File: config.mk
export PLATFORM = sky130hd
export DESIGN_NAME = bounded_stack_rotate_mod_engine
export DESIGN_NICKNAME = d
export VERILOG_FILES = /design/src/design/bsrm_pkg.sv /design/src/design/bsrm_cell.sv /design/src/design/bsrm_divider.sv /design/src/design/bounded_stack_rotate_mod_engine.sv
export SDC_FILE = /design/constraint.sdc
export NUM_CORES = 2
export LEC_CHECK = 0
export ABC_AREA = 1
export BUFFER_PORTS_ARGS = -buffer_cell sky130_fd_sc_hd__buf_2
export CAP_MARGIN = 5
export CORE_MARGIN = 4
export CORE_UTILIZATION = 47
export DETAILED_ROUTE_END_ITERATION = 6
export SYNTH_ARGS = -nofsm -noshare
export SYNTH_HDL_FRONTEND = slang
export SYNTH_SLANG_ARGS = --single-unit
export TNS_END_PERCENT = 1
File: constraint.sdc
create_clock -name clock -period 9 [get_ports clock]
set_clock_uncertainty 0.1 [all_clocks]
set_input_delay 1.35 -clock clock [delete_from_list [all_inputs] [get_ports clock]]
set_output_delay 1.35 -clock clock [all_outputs]
set_load 0.05 [all_outputs]
File: src/design/bsrm_pkg.sv
`default_nettype none
package bsrm_pkg;

   localparam int WORD_W   = 32;
   localparam int MODE_W   = 3;
   localparam int STATUS_W = 3;
   localparam int CHAR_W   = 7;
   localparam int REQ_TDATA_W = 32;
   localparam int RSP_TDATA_W = 16;

   localparam logic [CHAR_W-1:0] NEWLINE_CHAR = 7'd10;

   // command codes carried in req_tuser; codes 6 and 7 fall to the default arm
   typedef enum logic [MODE_W-1:0] {
      MODE_PUSH  = 3'd0,
      MODE_MOD   = 3'd1,
      MODE_PCHAR = 3'd2,
      MODE_PSTR  = 3'd3,
      MODE_ROTL  = 3'd4,
      MODE_ROTR  = 3'd5
   } mode_type;

   typedef enum logic [STATUS_W-1:0] {
      ST_OK     = 3'd0,
      ST_SHORT  = 3'd1,
      ST_DIVZ   = 3'd2,
      ST_EMPTY  = 3'd3,
      ST_NASCII = 3'd4,
      ST_FULL   = 3'd5
   } status_type;

   // per-cell move: UP takes the neighbor nearer the top, DOWN the one nearer the bottom
   typedef enum logic [1:0] {
      CELL_HOLD = 2'd0,
      CELL_UP   = 2'd1,
      CELL_DOWN = 2'd2,
      CELL_LOAD = 2'd3
   } cell_op_type;

   // whole-chain move chosen by the sequencer
   typedef enum logic [1:0] {
      CHAIN_HOLD = 2'd0,
      CHAIN_PUSH = 2'd1,
      CHAIN_POP  = 2'd2,
      CHAIN_ROT  = 2'd3
   } chain_op_type;

   typedef struct packed {
      status_type         status;
      logic               has_char;
      logic [CHAR_W-1:0]  char_out;
      logic               last;
   } rsp_type;

endpackage
`default_nettype wire

File: src/design/bsrm_cell.sv
`default_nettype none
// One stack slot. Chain order: slot 0 holds the top word.
module bsrm_cell (
   input  wire                            clock,
   input  wire bsrm_pkg::cell_op_type     op,
   input  wire [bsrm_pkg::WORD_W-1:0]     from_up,
   input  wire [bsrm_pkg::WORD_W-1:0]     from_down,
   input  wire [bsrm_pkg::WORD_W-1:0]     load_word,
   output logic [bsrm_pkg::WORD_W-1:0]    word
);
   import bsrm_pkg::*;

   logic [WORD_W-1:0] word_ff;
   logic [WORD_W-1:0] word_in;

   always_comb begin
      case (op)
         CELL_HOLD: word_in = word_ff;
         CELL_UP:   word_in = from_up;
         CELL_DOWN: word_in = from_down;
         CELL_LOAD: word_in = load_word;
         default:   word_in = word_ff;
      endcase
   end

   always_ff @(posedge clock) begin
      word_ff <= word_in;
   end

   assign word = word_ff;

endmodule
`default_nettype wire

File: src/design/bsrm_divider.sv
`default_nettype none
// Restoring remainder, one bit per cycle on magnitudes; sign follows the dividend.
module bsrm_divider (
   input  wire                            clock,
   input  wire                            reset,
   input  wire                            start,
   input  wire [bsrm_pkg::WORD_W-1:0]     dividend,
   input  wire [bsrm_pkg::WORD_W-1:0]     divisor,
   output logic                           done,
   output logic [bsrm_pkg::WORD_W-1:0]    remainder
);
   import bsrm_pkg::*;

   localparam int CNT_W = $clog2(WORD_W);
   localparam logic [CNT_W-1:0] LAST_STEP = CNT_W'(WORD_W - 1);

   logic              busy_ff, busy_in;
   logic              done_ff, done_in;
   logic [CNT_W-1:0]  cnt_ff, cnt_in;
   logic              neg_ff, neg_in;
   logic [WORD_W-1:0] quo_ff, quo_in;
   logic [WORD_W-1:0] mag_ff, mag_in;
   logic [WORD_W-1:0] rem_ff, rem_in;
   logic [WORD_W:0]   shifted;
   logic [WORD_W:0]   diff;

   assign shifted = {rem_ff, quo_ff[WORD_W-1]};
   assign diff    = shifted - {1'b0, mag_ff};

   always_comb begin
      busy_in = busy_ff;
      done_in = 1'b0;
      cnt_in  = cnt_ff;
      neg_in  = neg_ff;
      quo_in  = quo_ff;
      mag_in  = mag_ff;
      rem_in  = rem_ff;
      if (start) begin
         busy_in = 1'b1;
         cnt_in  = '0;
         neg_in  = dividend[WORD_W-1];
         quo_in  = dividend[WORD_W-1] ? (WORD_W'(0) - dividend) : dividend;
         mag_in  = divisor[WORD_W-1] ? (WORD_W'(0) - divisor) : divisor;
         rem_in  = '0;
      end else if (busy_ff) begin
         quo_in = {quo_ff[WORD_W-2:0], 1'b0};
         rem_in = diff[WORD_W] ? shifted[WORD_W-1:0] : diff[WORD_W-1:0];
         cnt_in = cnt_ff + 1'b1;
         if (cnt_ff == LAST_STEP) begin
            busy_in = 1'b0;
            done_in = 1'b1;
         end
      end
   end

   always_ff @(posedge clock) begin
      if (reset) begin
         busy_ff <= 1'b0;
         done_ff <= 1'b0;
         cnt_ff  <= '0;
      end else begin
         busy_ff <= busy_in;
         done_ff <= done_in;
         cnt_ff  <= cnt_in;
      end
      neg_ff <= neg_in;
      quo_ff <= quo_in;
      mag_ff <= mag_in;
      rem_ff <= rem_in;
   end

   assign done      = done_ff;
   assign remainder = neg_ff ? (WORD_W'(0) - rem_ff) : rem_ff;

endmodule
`default_nettype wire

File: src/design/bounded_stack_rotate_mod_engine.sv
// Bounded stack of signed 32-bit words driven by one command per request transaction
// (req_tuser = command, req_tdata = word to push). Every command answers with one or more
// response transactions; rsp_tlast marks the final one. Push, rotate-left, pchar and error
// cases load their first response from S_EXEC, the state after the accept, once the output
// register is free. Mod hands the top two words to the bit-serial remainder unit (one
// quotient bit per cycle) and answers from S_DONE once the remainder is back in slot 0.
// Rotate-right circulates the live words through the cell chain one slot per cycle and
// answers from S_DONE; pstr walks every live word past slot 0 while printing, then puts
// out its newline. Back-pressure on rsp_tready holds each response and the pstr walk.
// The chain walk and the divider set the command rate. One command is in flight at a time;
// a new request can be accepted the cycle after the last response of the previous one has
// been loaded into the output register.
`default_nettype none
module bounded_stack_rotate_mod_engine #(
   parameter int STACK_DEPTH = 32
) (
   input  wire                                  clock,
   input  wire                                  reset,
   // request
   input  wire                                  req_tvalid,
   output logic                                 req_tready,
   input  wire [bsrm_pkg::REQ_TDATA_W-1:0]      req_tdata,   // [31:0] value
   input  wire [bsrm_pkg::MODE_W-1:0]           req_tuser,   // [2:0] mode
   // response
   output logic                                 rsp_tvalid,
   input  wire                                  rsp_tready,
   output logic [bsrm_pkg::RSP_TDATA_W-1:0]     rsp_tdata,   // [2:0] status, [9:3] char_out
   output logic                                 rsp_tuser,   // [0] has_char
   output logic                                 rsp_tlast    // last
);
   import bsrm_pkg::*;

   localparam int CW = $clog2(STACK_DEPTH + 1);
   localparam logic [CW-1:0] DEPTH_C = CW'(STACK_DEPTH);
   localparam logic [CW-1:0] TWO_C   = CW'(2);

   typedef enum logic [6:0] {
      S_IDLE = 7'b0000001,
      S_EXEC = 7'b0000010,
      S_DIV  = 7'b0000100,
      S_ROT  = 7'b0001000,
      S_PSTR = 7'b0010000,
      S_NL   = 7'b0100000,
      S_DONE = 7'b1000000
   } state_type;

   state_type          state_ff, state_in;
   mode_type           mode_ff, mode_in;
   logic [WORD_W-1:0]  value_ff, value_in;
   logic [CW-1:0]      count_ff, count_in;
   logic [CW-1:0]      step_ff, step_in;
   logic               printing_ff, printing_in;
   status_type         status_ff, status_in;
   logic               rsp_valid_ff, rsp_valid_in;
   rsp_type            rsp_ff, rsp_in;

   logic               out_free;
   logic               emit;
   chain_op_type       chain_op;
   logic [WORD_W-1:0]  ld_word;
   logic               div_start;
   logic               div_done;
   logic [WORD_W-1:0]  div_rem;
   logic               top_is_char;

   logic [WORD_W-1:0]  word [STACK_DEPTH];

   assign out_free   = !rsp_valid_ff || rsp_tready;
   assign req_tready = (state_ff == S_IDLE);
   // pstr stops on zero or anything above 127
   assign top_is_char = (word[0][WORD_W-1:CHAR_W] == '0) && (word[0][CHAR_W-1:0] != '0);

   // ---------------- sequencer ----------------
   always_comb begin
      state_in    = state_ff;
      mode_in     = mode_ff;
      value_in    = value_ff;
      count_in    = count_ff;
      step_in     = step_ff;
      printing_in = printing_ff;
      status_in   = status_ff;
      emit        = 1'b0;
      rsp_in      = '{status: ST_OK, has_char: 1'b0, char_out: '0, last: 1'b1};
      chain_op    = CHAIN_HOLD;
      div_start   = 1'b0;

      case (state_ff)
         S_IDLE: begin
            if (req_tvalid) begin
               mode_in  = mode_type'(req_tuser);
               value_in = req_tdata;
               state_in = S_EXEC;
            end
         end

         S_EXEC: begin
            if (out_free) begin
               case (mode_ff)
                  MODE_PUSH: begin
                     emit     = 1'b1;
                     state_in = S_IDLE;
                     if (count_ff == DEPTH_C) begin
                        rsp_in.status = ST_FULL;
                     end else begin
                        chain_op = CHAIN_PUSH;
                        count_in = count_ff + 1'b1;
                     end
                  end
                  MODE_MOD: begin
                     if (count_ff < TWO_C) begin
                        emit          = 1'b1;
                        rsp_in.status = ST_SHORT;
                        state_in      = S_IDLE;
                     end else if (word[0] == '0) begin
                        emit          = 1'b1;
                        rsp_in.status = ST_DIVZ;
                        state_in      = S_IDLE;
                     end else begin
                        div_start = 1'b1;
                        state_in  = S_DIV;
                     end
                  end
                  MODE_PCHAR: begin
                     emit = 1'b1;
                     if (count_ff == '0) begin
                        rsp_in.status = ST_EMPTY;
                        state_in      = S_IDLE;
                     end else if (word[0][WORD_W-1:CHAR_W] != '0) begin
                        rsp_in.status = ST_NASCII;
                        state_in      = S_IDLE;
                     end else begin
                        rsp_in.has_char = 1'b1;
                        rsp_in.char_out = word[0][CHAR_W-1:0];
                        rsp_in.last     = 1'b0;
                        state_in        = S_NL;
                     end
                  end
                  MODE_PSTR: begin
                     if (count_ff == '0) begin
                        state_in = S_NL;
                     end else begin
                        step_in     = count_ff;
                        printing_in = 1'b1;
                        state_in    = S_PSTR;
                     end
                  end
                  MODE_ROTL: begin
                     emit     = 1'b1;
                     state_in = S_IDLE;
                     if (count_ff >= TWO_C) begin
                        chain_op = CHAIN_ROT;
                     end
                  end
                  MODE_ROTR: begin
                     // bottom to top = count-1 top-to-bottom moves
                     if (count_ff >= TWO_C) begin
                        step_in  = count_ff - 1'b1;
                        state_in = S_ROT;
                     end else begin
                        emit     = 1'b1;
                        state_in = S_IDLE;
                     end
                  end
                  default: begin
                     emit     = 1'b1;
                     state_in = S_IDLE;
                  end
               endcase
            end
         end

         S_DIV: begin
            if (div_done) begin
               chain_op  = CHAIN_POP;
               count_in  = count_ff - 1'b1;
               status_in = ST_OK;
               state_in  = S_DONE;
            end
         end

         S_ROT: begin
            chain_op = CHAIN_ROT;
            step_in  = step_ff - 1'b1;
            if (step_ff == CW'(1)) begin
               status_in = ST_OK;
               state_in  = S_DONE;
            end
         end

         S_PSTR: begin
            // every live word passes slot 0 once, so the stack comes back unchanged
            if (out_free) begin
               if (printing_ff && top_is_char) begin
                  emit            = 1'b1;
                  rsp_in.has_char = 1'b1;
                  rsp_in.char_out = word[0][CHAR_W-1:0];
                  rsp_in.last     = 1'b0;
               end else begin
                  printing_in = 1'b0;
               end
               chain_op = CHAIN_ROT;
               step_in  = step_ff - 1'b1;
               if (step_ff == CW'(1)) begin
                  state_in = S_NL;
               end
            end
         end

         S_NL: begin
            if (out_free) begin
               emit            = 1'b1;
               rsp_in.has_char = 1'b1;
               rsp_in.char_out = NEWLINE_CHAR;
               state_in        = S_IDLE;
            end
         end

         S_DONE: begin
            if (out_free) begin
               emit          = 1'b1;
               rsp_in.status = status_ff;
               state_in      = S_IDLE;
            end
         end

         default: begin
            state_in = S_IDLE;
         end
      endcase
   end

   // slot 0 load source: pushed word, remainder, or itself when it wraps to the bottom
   always_comb begin
      case (chain_op)
         CHAIN_PUSH: ld_word = value_ff;
         CHAIN_POP:  ld_word = div_rem;
         CHAIN_ROT:  ld_word = word[0];
         default:    ld_word = word[0];
      endcase
   end

   // ---------------- cell chain ----------------
   for (genvar i = 0; i < STACK_DEPTH; i++) begin : g_cell
      localparam logic [CW-1:0] POS = CW'(i + 1);
      cell_op_type        op;
      logic [WORD_W-1:0]  up_w;
      logic [WORD_W-1:0]  down_w;
      logic [WORD_W-1:0]  load_w;

      if (i == 0) begin : g_first
         assign up_w   = '0;
         assign load_w = ld_word;
      end else begin : g_rest
         assign up_w   = word[i-1];
         assign load_w = word[0];
      end
      if (i == STACK_DEPTH - 1) begin : g_last
         assign down_w = '0;
      end else begin : g_inner
         assign down_w = word[i+1];
      end

      always_comb begin
         case (chain_op)
            CHAIN_PUSH: begin
               if (i == 0) op = CELL_LOAD;
               else        op = CELL_UP;
            end
            CHAIN_POP: begin
               if (i == 0) op = CELL_LOAD;
               else        op = CELL_DOWN;
            end
            CHAIN_ROT: begin
               if (POS < count_ff)       op = CELL_DOWN;
               else if (POS == count_ff) op = CELL_LOAD;
               else                      op = CELL_HOLD;
            end
            default:    op = CELL_HOLD;
         endcase
      end

      bsrm_cell u_cell (
         .clock     (clock),
         .op        (op),
         .from_up   (up_w),
         .from_down (down_w),
         .load_word (load_w),
         .word      (word[i])
      );
   end

   // ---------------- remainder unit ----------------
   bsrm_divider u_div (
      .clock     (clock),
      .reset     (reset),
      .start     (div_start),
      .dividend  (word[1]),
      .divisor   (word[0]),
      .done      (div_done),
      .remainder (div_rem)
   );

   // ---------------- response register ----------------
   always_comb begin
      rsp_valid_in = rsp_valid_ff;
      if (emit) begin
         rsp_valid_in = 1'b1;
      end else if (rsp_tready) begin
         rsp_valid_in = 1'b0;
      end
   end

   always_ff @(posedge clock) begin
      if (reset) begin
         state_ff     <= S_IDLE;
         count_ff     <= '0;
         step_ff      <= '0;
         printing_ff  <= 1'b0;
         rsp_valid_ff <= 1'b0;
      end else begin
         state_ff     <= state_in;
         count_ff     <= count_in;
         step_ff      <= step_in;
         printing_ff  <= printing_in;
         rsp_valid_ff <= rsp_valid_in;
      end
      mode_ff   <= mode_in;
      value_ff  <= value_in;
      status_ff <= status_in;
      if (emit) begin
         rsp_ff <= rsp_in;
      end
   end

   assign rsp_tvalid = rsp_valid_ff;
   assign rsp_tdata  = {{(RSP_TDATA_W - CHAR_W - STATUS_W){1'b0}},
                        rsp_ff.char_out, rsp_ff.status};
   assign rsp_tuser  = rsp_ff.has_char;
   assign rsp_tlast  = rsp_ff.last;

endmodule
`default_nettype wire

==> qor.txt <==
==========================================================================================
CP Cell Sequence                                                              ha_1 -> clkinv_1 -> nand4_2 -> nand3_2 -> nand3_2 -> buf_4 -> ha_1 -> buf_4 -> inv_1 -> nor3_1 -> nand2_1 -> a21boi_1 -> nand2_2 -> nand2_2 -> nor2_2 -> buf_4 -> nand2_1 -> nand3_1
Largest buffer count on any clock path                                                   3
Smallest setup slack after layout                                                  2.28 ns
Setup Fix Bufs, Post-CTS                                                                 0
Synthesis-to-layout area growth                                                      7.56%
Cell Area, Placed                                                              68,200 um^2
H-tree level count                                                                       4
Post-route DRC                                                                           2
Largest stage delay on the critical path                                           0.96 ns
Floorplan Core Area                                                           142,000 um^2
Critical path class                                                             reg -> reg
Area share of the largest cell type after synthesis                                  0.505
Share of synthesized area occupied by flip-flops and latches                         0.523
Synthesized instance count                                                           7,929
Main area contributors after synthesis                                        sky130_fd_sc_hd__edfxtp_1 (51%), sky130_fd_sc_hd__nand3_1 (14%), sky130_fd_sc_hd__nand2_1 (11%)
Post-detailed-route via-to-cell ratio                                                 6.37
Initial cell density of the core                                                     0.475
Post-cts resize count                                                                    0
CTS tree                                                                               yes
Worst reg-to-reg path cell count                                                        18
Area leader, netlist                                                          sky130_fd_sc_hd__edfxtp_1
Slowest stage cell, crit path                                                 sky130_fd_sc_hd__nor2_2
Leakage power of the design                                                        27.8 nW
Die Wd                                                                              387 um
VDD IR max                                                                      0.000153 V
Bufs and invs on worst path                                                              5
Total number of clock tree sinks                                                     1,196
Slew Limit Fails                                                                         0
RSZ-0062 raised after global routing                                                    no
Worst hold-check path type                                                      reg -> reg
Setup slack at placement                                                           2.12 ns
Most used cell, CP                                                            sky130_fd_sc_hd__buf_4
Count of routing violations after the opening detailed-route iteration               8,018
Synth Warn #                                                                             0
Normalized max-slew margin                                                           0.157
R2R Path End                                                                  g_cell[8].u_cell.word[24]$_DFFE_PP_
Full die area                                                                 150,000 um^2
Most used cells in the layout excluding fill and tap cells                    sky130_fd_sc_hd__nand2_1 (2,028), sky130_fd_sc_hd__nand3_1 (1,858), sky130_fd_sc_hd__edfxtp_1 (1,136)
Maximum Capacitance Violations                                                           0
Slew at the pin with the worst max-slew slack                                      1.26 ns
Setup slack of the worst register-to-register path                                 2.28 ns
Wire length of the first global-routing pass                                    364,000 um
Required time worst endpoint                                                       9.52 ns
Clock latency on the worst-skew pair                                               0.78 ns
Highest achievable clock rate                                                      149 MHz
Setup Total Neg Slack                                                                 0 ns
Ratio of final minimum period to clock period                                        0.746
Startpoint types                                                                  register
Final worst hold slack                                                            0.370 ns
Hold path startpoint                                                          u_div.cnt_ff[4]$_SDFFE_PP0P_
Io pins                                                                                 59
Total length of routed wires                                                    240,000 um
Placer Congestion                                                                    0.920
Clock edge transition at the registers on the reported setup and hold paths        0.06 ns
GRT Overall Usage                                                                    0.309
Final Hold Viols                                                                         0
Depth of the worst hold-timing path                                                      2
Final setup violation count                                                              0
Fraction of layout cells with a size suffix above 1                                 0.0648
Post-CTS Hold Buffers                                                                    0
Wire length per cell after detailed routing                                        25.1 um
Num rows                                                                               138
Count of buffers from port buffering                                                    52
Synth unique cells                                                                      51
Antenna violations before repair                                                         4
Diodes inserted                                                                          0
Arr. time, crit path                                                               7.23 ns
Worst-path fanout max                                                                   34
Die height                                                                          387 um
R2R Path Start                                                                count_ff[1]$_SDFFE_PP0P_
Cell area after technology mapping                                             67,500 um^2
Ratio of total power to cell area                                              221 nW/um^2
Commonest non-fill, non-tap cell in the layout                                sky130_fd_sc_hd__nand2_1
Largest net degree at the start of global routing                                      191
Filler Cells Inserted                                                               13,600
End point of the worst hold path                                              u_div.cnt_ff[4]$_SDFFE_PP0P_
Number of buffers added by the clock tree synthesis step                               140
Largest delay share family, worst path                                        simple AND/OR/NAND/NOR gates
Average cell area after synthesis                                                8.51 um^2
Number of global-route vias before repair                                           59,000
Number of storage elements in the synthesis netlist                                  1,196
Setup crit end kind                                                               register
Root cell of the clock tree                                                   sky130_fd_sc_hd__clkbuf_16
Post-route cell area                                                           72,600 um^2
Number of nets with antenna violations after routing                                     0
Violated checks                                                               design-rule violations
First-pass iteration count of the detailed router                                        7
Via count                                                                           60,900
Post-layout nets                                                                     7,654
Grt total ovfl                                                                           0
Sum of net half-perimeters after detailed placement                             157,000 um
Result of the run                                                             finished, violations left
Minimum clock period                                                               6.72 ns
==========================================================================================
power by group:
| part | switching [mW] | leakage [nW] | internal [mW] |
|---|---|---|---|
| logic | 2.19 | 14.9 | 0.722 |
| clock network | 2.41 | 2.11 | 3.13 |
| registers | 0.478 | 10.8 | 7.13 |
| total | 5.07 | 27.8 | 11.0 |
sequential cells by signal, summed over array words and instances (netlist names):
register,flops
rsp_tvalid,1
u_div.mag_ff,32
mode_ff,3
state_ff,7
printing_ff,1
u_div.quo_ff,32
value_ff,32
u_div.neg_ff,1
rsp_tlast,1
u_div.done,1
u_div.rem_ff,32
u_div.cnt_ff,5
count_ff,6
rsp_tuser,1
u_div.busy_ff,1
step_ff,6
g_cell.u_cell.word,1024
rsp_tdata,10
through the flow:
step | power (mW) | util | cells
finish | 16.1 | 0.511 | 9561
detailed placement | 10.6 | 0.480 | 9313
global placement | 10.5 | 0.480 | 9313
global route | 16.7 | 0.511 | 9561
floorplan | 9.57 | - | 7934
CTS | 16.1 | 0.511 | 9560
synthesized netlist by cell type, drive strengths merged:
cell and number:
nand2 2059, nand3 1869, edfxtp 1136, nand4 927
buf 428, inv 401, clkbuf 298, nor2 236
o21ai 189, xor2 67, a21oi 63, dfxtp 60
ha 48, nor3 42, o22ai 22, xnor2 16
o211ai 13, nand3b 9, clkinv 6, o31ai 6
and2 5, or2 5, and3 3, nor4 3
o21bai 3, a21boi 2, a21o 2, a31oi 2
nor3b 2, a22oi 1, a31o 1, conb 1
fa 1, o21a 1, o221ai 1, o311ai 1
kinds of logic after synthesis:
family / share of synthesized area
buf+inv: 0.0710
simple gates: 0.361
flops: 0.523
other cells: 0.0000556
fa+ha+maj: 0.00920
compound gates: 0.0244
xor+xnor: 0.0108
layout make-up:
type | instances | area [um^2] | area share
clock buffer | 191 | 3830 | 0.0528
clock inverter | 56 | 503 | 0.00693
inverter | 407 | 1530 | 0.0210
multi-input combinational | 5605 | 27500 | 0.379
sequential | 1196 | 35300 | 0.486
tap | 1890 | 2360 | 0.0326
timing repair buffer | 216 | 1540 | 0.0212
metal layers:
layer / global-route usage / routed length [um] / vias up
met5: 0 / 0 / -
met4: 0.108 / 8940 / 0
met3: 0.0485 / 20200 / 515
met2: 0.494 / 112000 / 2944
met1: 0.428 / 99700 / 29900
li1: - / - / 27500
how the worst max path moves through the flow:
stage                             startpoint                             endpoint  cells after the start
floorplan                         rsp_tready  g_cell[29].u_cell.word[0]$_DFFE_PP_                     14
global placement                  rsp_tready  g_cell[8].u_cell.word[24]$_DFFE_PP_                     18
detailed placement                rsp_tready  g_cell[8].u_cell.word[24]$_DFFE_PP_                     18
CTS                 count_ff[1]$_SDFFE_PP0P_  g_cell[8].u_cell.word[24]$_DFFE_PP_                     18
global route        count_ff[1]$_SDFFE_PP0P_  g_cell[8].u_cell.word[21]$_DFFE_PP_                     18
finish              count_ff[1]$_SDFFE_PP0P_  g_cell[8].u_cell.word[24]$_DFFE_PP_                     18
worst register-to-register path, delay by kind of cell, from the launching register on:
family	cells	cell delay (ns)
flops	1	0.57
simple gates	10	3.46
compound gates	1	0.16
buf+inv	5	1.58
fa+ha+maj	2	0.70
Power figures use the tool's default switching activity.
